### config.mk
export PLATFORM = sky130hd
export DESIGN_NAME = csa_ram
export DESIGN_NICKNAME = d
export VERILOG_FILES = /design/src/rtl/channel_slot_assigner_top_defines.svh /design/src/rtl/csa_ram.sv
export SDC_FILE = /design/constraint.sdc
export NUM_CORES = 1
export LEC_CHECK = 0
export ABC_AREA = 0
export ABC_CLOCK_PERIOD_IN_PS = 4100
export BUFFER_PORTS_ARGS = -buffer_cell sky130_fd_sc_hd__buf_4
export CORE_ASPECT_RATIO = 0.7
export CORE_MARGIN = 3
export CORE_UTILIZATION = 35
export CTS_CLUSTER_SIZE = 40
export DETAILED_ROUTE_END_ITERATION = 10
export GPL_TIMING_DRIVEN = 0
export PLACE_DENSITY_LB_ADDON = 0.3
export SYNTH_ARGS = -nofsm -noshare
export SYNTH_HDL_FRONTEND = slang
export SYNTH_SLANG_ARGS = --single-unit
### constraint.sdc
create_clock -name clk_i -period 4.1 [get_ports clk_i]
set_input_delay 0.205 -clock clk_i [delete_from_list [all_inputs] [get_ports clk_i]]
set_output_delay 0.205 -clock clk_i [all_outputs]
set_load 0.03 [all_outputs]
### src/rtl/channel_slot_assigner_top_defines.svh
// Assertion macros for the channel slot assigner.
`ifndef CHANNEL_SLOT_ASSIGNER_TOP_DEFINES_SVH
`define CHANNEL_SLOT_ASSIGNER_TOP_DEFINES_SVH

`ifndef SYNTHESIS
// Implication check on the block clock, off while in reset.
`define CSA_ASSERT(lbl, prop, msg) \
  lbl: assert property (@(posedge clk_i) disable iff (!rst_ni) (prop)) else $error(msg);
// Condition that must never be seen at a clock edge.
`define CSA_NEVER(lbl, expr, msg) \
  lbl: assert property (@(posedge clk_i) disable iff (!rst_ni) !(expr)) else $error(msg);
`else
`define CSA_ASSERT(lbl, prop, msg)
`define CSA_NEVER(lbl, expr, msg)
`endif

`endif

### src/rtl/csa_ram.sv
// Generic single-write, single-read RAM with registered read data.
module csa_ram #(
  parameter int unsigned WIDTH = 8,
  parameter int unsigned DEPTH = 16,
  parameter int unsigned AW    = (DEPTH > 1) ? $clog2(DEPTH) : 1
) (
  input  logic             clk_i,
  input  logic             we_i,
  input  logic [AW-1:0]    waddr_i,
  input  logic [WIDTH-1:0] wdata_i,
  input  logic [AW-1:0]    raddr_i,
  output logic [WIDTH-1:0] rdata_o
);

  logic [WIDTH-1:0] mem_q [DEPTH];
  logic [WIDTH-1:0] rdata_q;

  always_ff @(posedge clk_i) begin
    if (we_i) begin
      mem_q[waddr_i] <= wdata_i;
    end
    rdata_q <= mem_q[raddr_i];
  end

  assign rdata_o = rdata_q;

endmodule

==> out/results.ini <==
[status]
status=complete, no violations

[timing]
fmax_ghz=0.631
holdWs_ns=0.120
setup_viol=0
min_period_ns=1.58
rsz0062_at_grt=no
fin_tns_setup_ns=0
final_hold_viol_count=0
fin_crit_sh=0.386
worst_pin_slew_ns=1.31
slew_headroom=0.121
clock_skew_ns=0.00517
drv_slew=0

[run]
cap_viol_max_count=0

[synthesis]
avgSynthCellArea_um2=22.5
yosysSeqAreaShare=0.778
syn_area_um2=5150
synth_top_area_share=0.747
async_flop_share=0
synthFlopType=edfxtp_1
syn_inst=229
ys_warn_count=0
yosysUniqueCellTypes=19
ys_top_cells_by_area=edfxtp_1 (75%), mux4_2 (7.9%), mux4_1 (7.1%), dfxtp_1 (3.1%), a22oi_1 (2.3%)
synth_commonest_cells=edfxtp_1 (128), mux4_2 (18), a22oi_1 (16)
synth_edf_count=128
yosys_register_bits=136
synth.most_common_cell=edfxtp_1
synthesis.nets=247
synth_top_area_cell=edfxtp_1

[worst_setup_path]
max_stage_delay_ns=1.03
worstSetupStartpoint=waddr_i[3]
cp.arrival_ns=1.59
rr_worst_depth=3
cp-endpoint=mem_q[4][1]$_DFFE_PP_
critPathCaptureType=register
r2r-start=mem_q[9][2]$_DFFE_PP_
worst_setup_path_start_kind=input port
reg2reg_to=rdata_o[2]$_DFF_P_
cp_num_cells=3
critPathTopFamily=simple AND/OR/NAND/NOR gates
reg2reg_slack_ns=2.64
path_class=in -> reg
cp_num_buf_inv=1
slowest_stage=nor3_1
path_max_fanout=8
crit_required_ns=4.11
crit_chain=buf_4 > nand3b_1 > nor3_1

[cts]
clk_transition_reported_paths_ns=0.06
clkSinkCount=136
cts_tree=done
cts-root-buf=clkbuf_16
cts_resized=0
cts-buffers-inserted=17
clk_path_buf_depth=2
cts_setup_buffers=0
clock_latency_ns=0.41
ctsHoldBuffers=0
h-tree-depth=4

[floorplan]
start_util=0.364
core-area_um2=14100
die_w_um=151
die_h_um=107
rows=36
die-area_um2=16200
num_io_pins=26

[grt]
grt_max_degree=17
grt_pass1_vias=2481
grt_use_total=0.141
antenna_found_initial=0
grt_pass1_wl_um=15600
grt_overflow=0

[routing]
drc=0
wl_met2_um=4840
wl_per_cell_um=22.4
wirelength_met1_um=5080
route.met3.wl_um=628
drt-vias-per-instance=5.03
maxUsedRoutingLayer=met4
routed_wl_um=10600
antenna_left=0
vias=2382
firstDrtPassIters=4
drt_iter0_drc=175

[worst_hold_path]
hp-class=in -> reg

[place]
dpl_cell_area_um2=5570
gp_congestion=0.758
io_buffer_count=24
hpwl_um=6900

[finish]
drive_gt1_frac=0.282
diodes=0
synthToLayoutAreaGrowth_pct=19.3
nets=290
fin_area_um2=6140

[power_and_ir_drop]
p_per_area_nw_per_um2=521
leakage_nw=2.04
vdd_drop_max_v=0.000270

==> worst min path at each step <==
| stage | startpoint | end | cells after the start |
|---|---|---|---|
| global placement | wdata_i[6] | mem_q[6][6]$_DFFE_PP_ | 1 |
| global route | wdata_i[5] | mem_q[14][5]$_DFFE_PP_ | 1 |
| finish | wdata_i[6] | mem_q[13][6]$_DFFE_PP_ | 1 |
| detailed placement | wdata_i[6] | mem_q[5][6]$_DFFE_PP_ | 1 |
| CTS | wdata_i[6] | mem_q[7][6]$_DFFE_PP_ | 1 |
| floorplan | wdata_i[0] | mem_q[0][0]$_DFFE_PP_ | 0 |
==> registers in the layout, summed over array words and instances (netlist names) <==
name and cells:
rdata_o 8, mem_q 128
==> logic make-up (layout without fill, tap and decap cells) <==
logic type	after synthesis	after routing	share of synthesized area
flops	136	136	0.778
compound gates	16	16	0.0233
simple gates	35	35	0.0318
mux	32	32	0.150
buf+inv	10	65	0.0168
==> per-layer routing <==
metal | GRT usage | vias up
li1 | - | 1061
met1 | 0.206 | 1263
met2 | 0.201 | 52
met3 | 0.0476 | 6
met4 | 0.0375 | 0
met5 | 0 | -
==> power breakdown <==
group	switching (mW)	total, mW	internal, mW
sequential	0.00740	1.56	1.56
combinational	0.107	0.179	0.0719
clock	0.523	1.46	0.936
total	0.637	3.20	2.56
==> metrics by stage <==
step                      power (mW)  utilization  setup WS, ns  std cells
final                           3.20        0.434          2.52        474
after global routing            3.30        0.434          2.40        474
after CTS                       3.22        0.434          2.18        474
after detailed placement        1.77        0.394          1.74        443
after global placement          1.77        0.393          1.79        443
after floorplan                 1.69            -          2.40        229
==> layout by cell type (no fill, tap or decap) <==
cell	n
buf_4	25
dfxtp_1	8
nand3b_1	2
buf_6	3
nor2_1	13
a22oi_1	16
or3b_2	1
clkinv_2	4
and2_1	1
nand2_1	9
clkdlybuf4s25_2	3
nor3_2	2
clkbuf_16	17
mux4_2	18
buf_2	3
clkbuf_1	1
nor2b_1	1
nand3_1	1
and2b_1	1
bufinv_16	3
nor3_1	2
clkinvlp_4	1
mux4_1	14
nand2b_1	2
clkinv_1	5
edfxtp_1	128
==> area by class of cell <==
cell class / instances / area [um^2]
flip-flops and latches: 136 / 4000
plain buffers: 10 / 86.3
repair buffers: 24 / 180
multi-input cells: 83 / 1070
clock inverters: 13 / 136
well taps: 190 / 238
clock buffers: 18 / 429
fillers: 1241 / 8000
Note: power is estimated with default switching activity, not from simulation.
