===== src/rtl/channel_slot_assigner_top_defines.svh =====
// Assertion macros for the channel slot assigner.
`ifndef CHANNEL_SLOT_ASSIGNER_TOP_DEFINES_SVH
`define CHANNEL_SLOT_ASSIGNER_TOP_DEFINES_SVH

`ifndef SYNTHESIS
// Implication check on the block clock, off while in reset.
`define CSA_ASSERT(lbl, prop, msg) \
  lbl: assert property (@(posedge clk_i) disable iff (!rst_ni) (prop)) else $error(msg);
// Condition that must never be seen at a clock edge.
`define CSA_NEVER(lbl, expr, msg) \
  lbl: assert property (@(posedge clk_i) disable iff (!rst_ni) !(expr)) else $error(msg);
`else
`define CSA_ASSERT(lbl, prop, msg)
`define CSA_NEVER(lbl, expr, msg)
`endif

`endif


===== src/rtl/csa_pkg.sv =====
// Shared widths, status codes and types of the channel slot assigner.
package csa_pkg;

  localparam int unsigned STATUS_W = 3;
  localparam int unsigned SLOT_W   = 8;
  localparam int unsigned NEXT_W   = 9;
  localparam int unsigned RATE_W   = 4;
  localparam int unsigned FREQ_W   = 32;
  localparam int unsigned NODE_W   = 32;
  localparam int unsigned KEY_W    = RATE_W + FREQ_W;

  localparam logic [STATUS_W-1:0] ST_IGNORED = 3'd0;
  localparam logic [STATUS_W-1:0] ST_NEW     = 3'd1;
  localparam logic [STATUS_W-1:0] ST_KNOWN   = 3'd2;
  localparam logic [STATUS_W-1:0] ST_HIT     = 3'd3;
  localparam logic [STATUS_W-1:0] ST_MISS    = 3'd4;
  localparam logic [STATUS_W-1:0] ST_FULL    = 3'd5;

  typedef struct packed {
    logic done;
    logic found;
  } scan_res_t;

endpackage


===== src/rtl/csa_scan.sv =====
// Linear table scan: one read issued per cycle, compared in the cycle after it is issued.
module csa_scan #(
  parameter int unsigned IW = 13
) (
  input  logic                clk_i,
  input  logic                rst_ni,
  input  logic                start_i,
  input  logic [IW-1:0]       limit_i,
  input  logic                hit_i,
  output logic [IW-1:0]       rd_idx_o,
  output logic [IW-1:0]       match_idx_o,
  output csa_pkg::scan_res_t  res_o
);
  import csa_pkg::*;

  logic          act_q, act_d;
  logic          pv_q, pv_d;
  logic [IW-1:0] idx_q, idx_d;
  logic [IW-1:0] pidx_q, pidx_d;

  always_comb begin
    act_d  = act_q;
    pv_d   = pv_q;
    idx_d  = idx_q;
    pidx_d = pidx_q;
    res_o  = '0;
    if (act_q) begin
      priority if (pv_q && hit_i) begin
        res_o.done  = 1'b1;
        res_o.found = 1'b1;
        act_d       = 1'b0;
        pv_d        = 1'b0;
      end else if (idx_q < limit_i) begin
        // issue the next entry; its data comes back next cycle
        pv_d   = 1'b1;
        pidx_d = idx_q;
        idx_d  = idx_q + 1'b1;
      end else begin
        pv_d = 1'b0;
        if (!pv_q) begin
          res_o.done = 1'b1;
          act_d      = 1'b0;
        end
      end
    end
    // a new scan may start in the cycle that reports the previous one
    if (start_i) begin
      act_d = 1'b1;
      pv_d  = 1'b0;
      idx_d = '0;
    end
  end

  always_ff @(posedge clk_i or negedge rst_ni) begin
    if (!rst_ni) begin
      act_q  <= 1'b0;
      pv_q   <= 1'b0;
      idx_q  <= '0;
      pidx_q <= '0;
    end else begin
      act_q  <= act_d;
      pv_q   <= pv_d;
      idx_q  <= idx_d;
      pidx_q <= pidx_d;
    end
  end

  assign rd_idx_o    = idx_q;
  assign match_idx_o = pidx_q;

endmodule


===== config.mk =====
export PLATFORM = sky130hd
export DESIGN_NAME = csa_scan
export DESIGN_NICKNAME = d
export VERILOG_FILES = /design/src/rtl/channel_slot_assigner_top_defines.svh /design/src/rtl/csa_pkg.sv /design/src/rtl/csa_scan.sv
export SDC_FILE = /design/constraint.sdc
export NUM_CORES = 1
export LEC_CHECK = 0
export BUFFER_PORTS_ARGS = -buffer_cell sky130_fd_sc_hd__buf_2
export CELL_PAD_IN_SITES_DETAIL_PLACEMENT = 0
export CELL_PAD_IN_SITES_GLOBAL_PLACEMENT = 1
export CORE_MARGIN = 4
export CORE_UTILIZATION = 43
export CTS_BUF_LIST = sky130_fd_sc_hd__clkbuf_4 sky130_fd_sc_hd__clkbuf_8 sky130_fd_sc_hd__clkbuf_16
export CTS_CLUSTER_DIAMETER = 30
export DETAILED_ROUTE_END_ITERATION = 6
export MAX_ROUTING_LAYER = met4
export PLACE_DENSITY_LB_ADDON = 0.1
export SLEW_MARGIN = 25
export SYNTH_ARGS = -nofsm -noshare
export SYNTH_HDL_FRONTEND = slang
export SYNTH_SLANG_ARGS = --single-unit

===== constraint.sdc =====
create_clock -name clk_i -period 6.2 [get_ports clk_i]
set_input_delay 0.93 -clock clk_i [delete_from_list [all_inputs] [get_ports clk_i]]
set_output_delay 0.93 -clock clk_i [all_outputs]
set_load 0.01 [all_outputs]

==> impl.org <==
** Status
- Status :: finished, final reports clean

** Worst setup path
- The critical path goes through buf_2 -> inv_1 -> ha_1 -> o21ai_0 -> a2111o_1 -> o221ai_2 -> mux2i_1 -> nor2_1 -> buf_2.
- The worst setup path is captured at a primary output.
- Number of buffer and inverter instances along the worst setup path :: 3
- Of all nets on the critical path, the largest fanout is 14.
- For the worst setup path, the data required time is 5.27 ns.
- The worst setup path is of the input pin to primary output kind.
- STA classifies the critical path startpoint as an input pin.
- CP delay by family, top :: compound AO/OA/AOI/OAI gates
- Worst path arrival time :: 2.81 ns
- Cell at the slowest stage of the critical path :: sky130_fd_sc_hd__o221ai_2
- Cell occurring most often along the worst timing path :: sky130_fd_sc_hd__buf_2
- Maximum single-stage delay on the critical path :: 0.51 ns

** Yosys
- Synthesis produced 167 cells.
- Sequential fraction of the synthesis area :: between 40% and 50%
- After synthesis, the most frequently instantiated cells are sky130_fd_sc_hd__dfrtp_1, sky130_fd_sc_hd__inv_1, sky130_fd_sc_hd__ha_1.
- Averaged over all synthesized cells, the footprint is between 10 and 15 µm².
- Counting every net in the synthesized netlist gives slightly below 200.
- The biggest area contributor in the post-synthesis netlist is sky130_fd_sc_hd__dfrtp_1.
- Top-count cell post-synth :: sky130_fd_sc_hd__dfrtp_1
- The top cell type by area accounts for 41.1% of the synthesized area.
- Yosys Warn Count :: 0
- The number of different library cells used by synthesis comes to 34.
- Sorting the synthesized cells by area gives the leading types as sky130_fd_sc_hd__dfrtp_1, sky130_fd_sc_hd__ha_1, sky130_fd_sc_hd__mux2_2, sky130_fd_sc_hd__mux2_4, sky130_fd_sc_hd__inv_1.
- For this run, asynchronously set or reset flops after synthesis account for 100%.
- In the synthesized netlist the dominant register cell turns out to be sky130_fd_sc_hd__dfrtp_1.
- Count of flip-flops with a built-in enable after synthesis :: 0
- In this run the cell area of the synthesized design comes to 0.00171 mm².
- FF+latch count, synth :: 28

** Drt
- Post-DR vias/cell :: 5.41
- Summing over every cut layer, the via total after detailed routing is around 1,400.
- Final antenna-violating net count :: 0
- After detailed routing, the average wire length per cell comes to 14.4 µm.
- DRC violation count after routing :: 0
- The first TritonRoute pass finished after 4 iterations.
- For this block, the routed nets add up to 3710 µm of wire.
- The detailed router finished its first iteration with 85 violations.

** Timing
- Timing would allow up to around 0.27 GHz.
- Final max-slew violation count :: 0
- Setup violations remaining at the end of the flow were counted as 0.
- Unrepaired setup endpoints after global routing :: no
- Final period util :: roughly three fifths
- Worst hold-check slack :: 0.505 ns
- Measured slew at the worst slew-check pin :: 0.843 ns
- Relative slew slack :: a little over two fifths
- Final period demand of the worst path :: 3.74 ns
- Smallest setup slack after layout :: roughly 2.5 ns
- The number of failing hold endpoints at the final stage was 0.
- Maximum clock skew at final layout :: 0.00548 ns
- Aggregate negative setup slack :: 0 ns

** Global route
- The via count of the first global-routing pass came to 1,308.
- Antenna violations before repair :: 0
- The first global-routing pass estimated 6260 µm of wire.
- Global routing used 15.8% of the available tracks across all layers.
- Largest net degree at the start of global routing :: 29
- The total overflow left after global routing is 0.

** Floorplanning
- Starting density of the core :: 45.6%
- From left edge to right edge, the die measures between 70 and 80 µm.
- Count of standard-cell rows :: 22
- The core region is ~0.0037 mm².
- The floorplan step set the die height to 71 µm.
- During I/O placement, the number of pins put on the boundary was 45.
- The floorplan step defined a die boundary enclosing 0.00504 mm².

** Min path
- Worst min-delay path category :: flop to flop

** Cells and area
- The final layout contains 240 nets.
- Once layout is complete, the utilization of the core stands at a little over half.
- 0 antenna diodes ended up in the layout.
- Area Overhead vs Synth :: 17.7%
- Fraction of layout instances using a drive strength above 1 :: 33.0%

** Job
- The tool flagged a number of max-cap violations equal to 0.

** Clock network
- The number of setup buffers added after CTS is 0.
- Total of cells resized after clock tree synthesis :: 0
- After clock tree synthesis, the clock-pin slew on the worst setup and hold paths is about 0.09 ns.
- The later pin in the worst-skew pair is clocked with a latency of 0.27 ns.
- Hold repair after CTS inserted 0 buffers.
- For this design, the sink count on the clock tree is 28.
- CTS H-Tree Depth :: 1
- Clock tree from TritonCTS :: yes
- In this run, CTS created clock tree buffers numbering 3.
- Counting along the longest clock path gives a buffer depth of 2.
- Root buffer selected by CTS :: sky130_fd_sc_hd__clkbuf_8

** Placement
- Post-Place Worst Slack :: 2.46 ns
- Final HPWL from detailed placement :: 2730 µm
- Number of I/O port buffers :: 44
- At the end of routability-driven placement, the weighted congestion stood at between 0.7 and 0.8.

** Power
- Largest voltage drop on the vdd net :: 137 µV
- In this run the power density over the cells is 198 mW/mm².
- Leak pwr :: approximately 1.1 nW
==> per-layer routing <==
metal,global-route usage (%),vias up,share of wire (%)
met3,2.84,2,5.1
li1,-,680,-
met4,4.38,0,0.65
met2,24.6,37,51
met1,21.1,671,43
met5,-,-,0
==> registers in the layout, indices dropped and copies added, names as in the netlist <==
name	cells
match_idx_o	13
pv_q	1
rd_idx_o	13
act_q	1
==> metrics by stage <==
| stage | total power, W | cells | instance area [µm²] |
|---|---|---|---|
| after global placement | 0.000257 | 253 | 1940 |
| after floorplan | 0.000240 | 167 | 1710 |
| after detailed placement | 0.000259 | 253 | 1940 |
| final | 0.000397 | 257 | 2010 |
| after global routing | 0.000423 | 257 | 2010 |
| after CTS | 0.000402 | 257 | 2010 |
==> kinds of logic after synthesis <==
kind of cell | Yosys count | synth area share, %
buffers and inverters | 23 | 6.67
adder cells (fa/ha/maj) | 13 | 9.53
AND/OR/NAND/NOR | 53 | 16.6
AO/OA/AOI/OAI | 31 | 12.1
multiplexers | 19 | 14.0
flip-flops | 28 | 41.1
==> power by group <==
part           internal, W  leakage (nW)  switching (W)
Combinational    0.0000249         0.640      0.0000322
Clock            0.0000864        0.0357      0.0000558
Sequential        0.000189         0.382     0.00000817
==> cell type report <==
type	instances	area (µm²)
Clock buffer	3	41.3
Clock inverter	1	30.0
Fill cell	374	1740
Inverter	17	63.8
Multi-Input combinational cell	116	892
Sequential cell	28	701
Tap cell	48	60.1
Timing Repair Buffer	44	220
==> worst paths after layout <==
check	start	to	slack, ns	depth (start not counted)
max in group asynchronous	rst_ni	rd_idx_o[1]	5.12	1
min in group asynchronous	rst_ni	match_idx_o[10]	0.67	1
worst max register to register	rd_idx_o[4]	match_idx_o[3]	3.09	6
worst max-delay path	limit_i[4]	res_o[1]	2.46	9
worst min register to register	match_idx_o[2]	match_idx_o[2]	0.51	1
worst min-delay path	match_idx_o[2]	match_idx_o[2]	0.51	1
==> layout by cell type, fill, tap and decap left out, drive strengths merged, types with 2 or more instances in the layout <==
master,instances
o21a,2
nor3,2
clkbuf,3
mux2,18
o21ai,6
buf,44
inv,17
nor4,2
nor2,12
o31ai,6
ha,13
a21oi,11
nand3,3
or4,6
nor3b,2
nand4,5
nor2b,7
nand2,11
dfrtp,28
No activity file was read; power rests on OpenSTA's default activity.
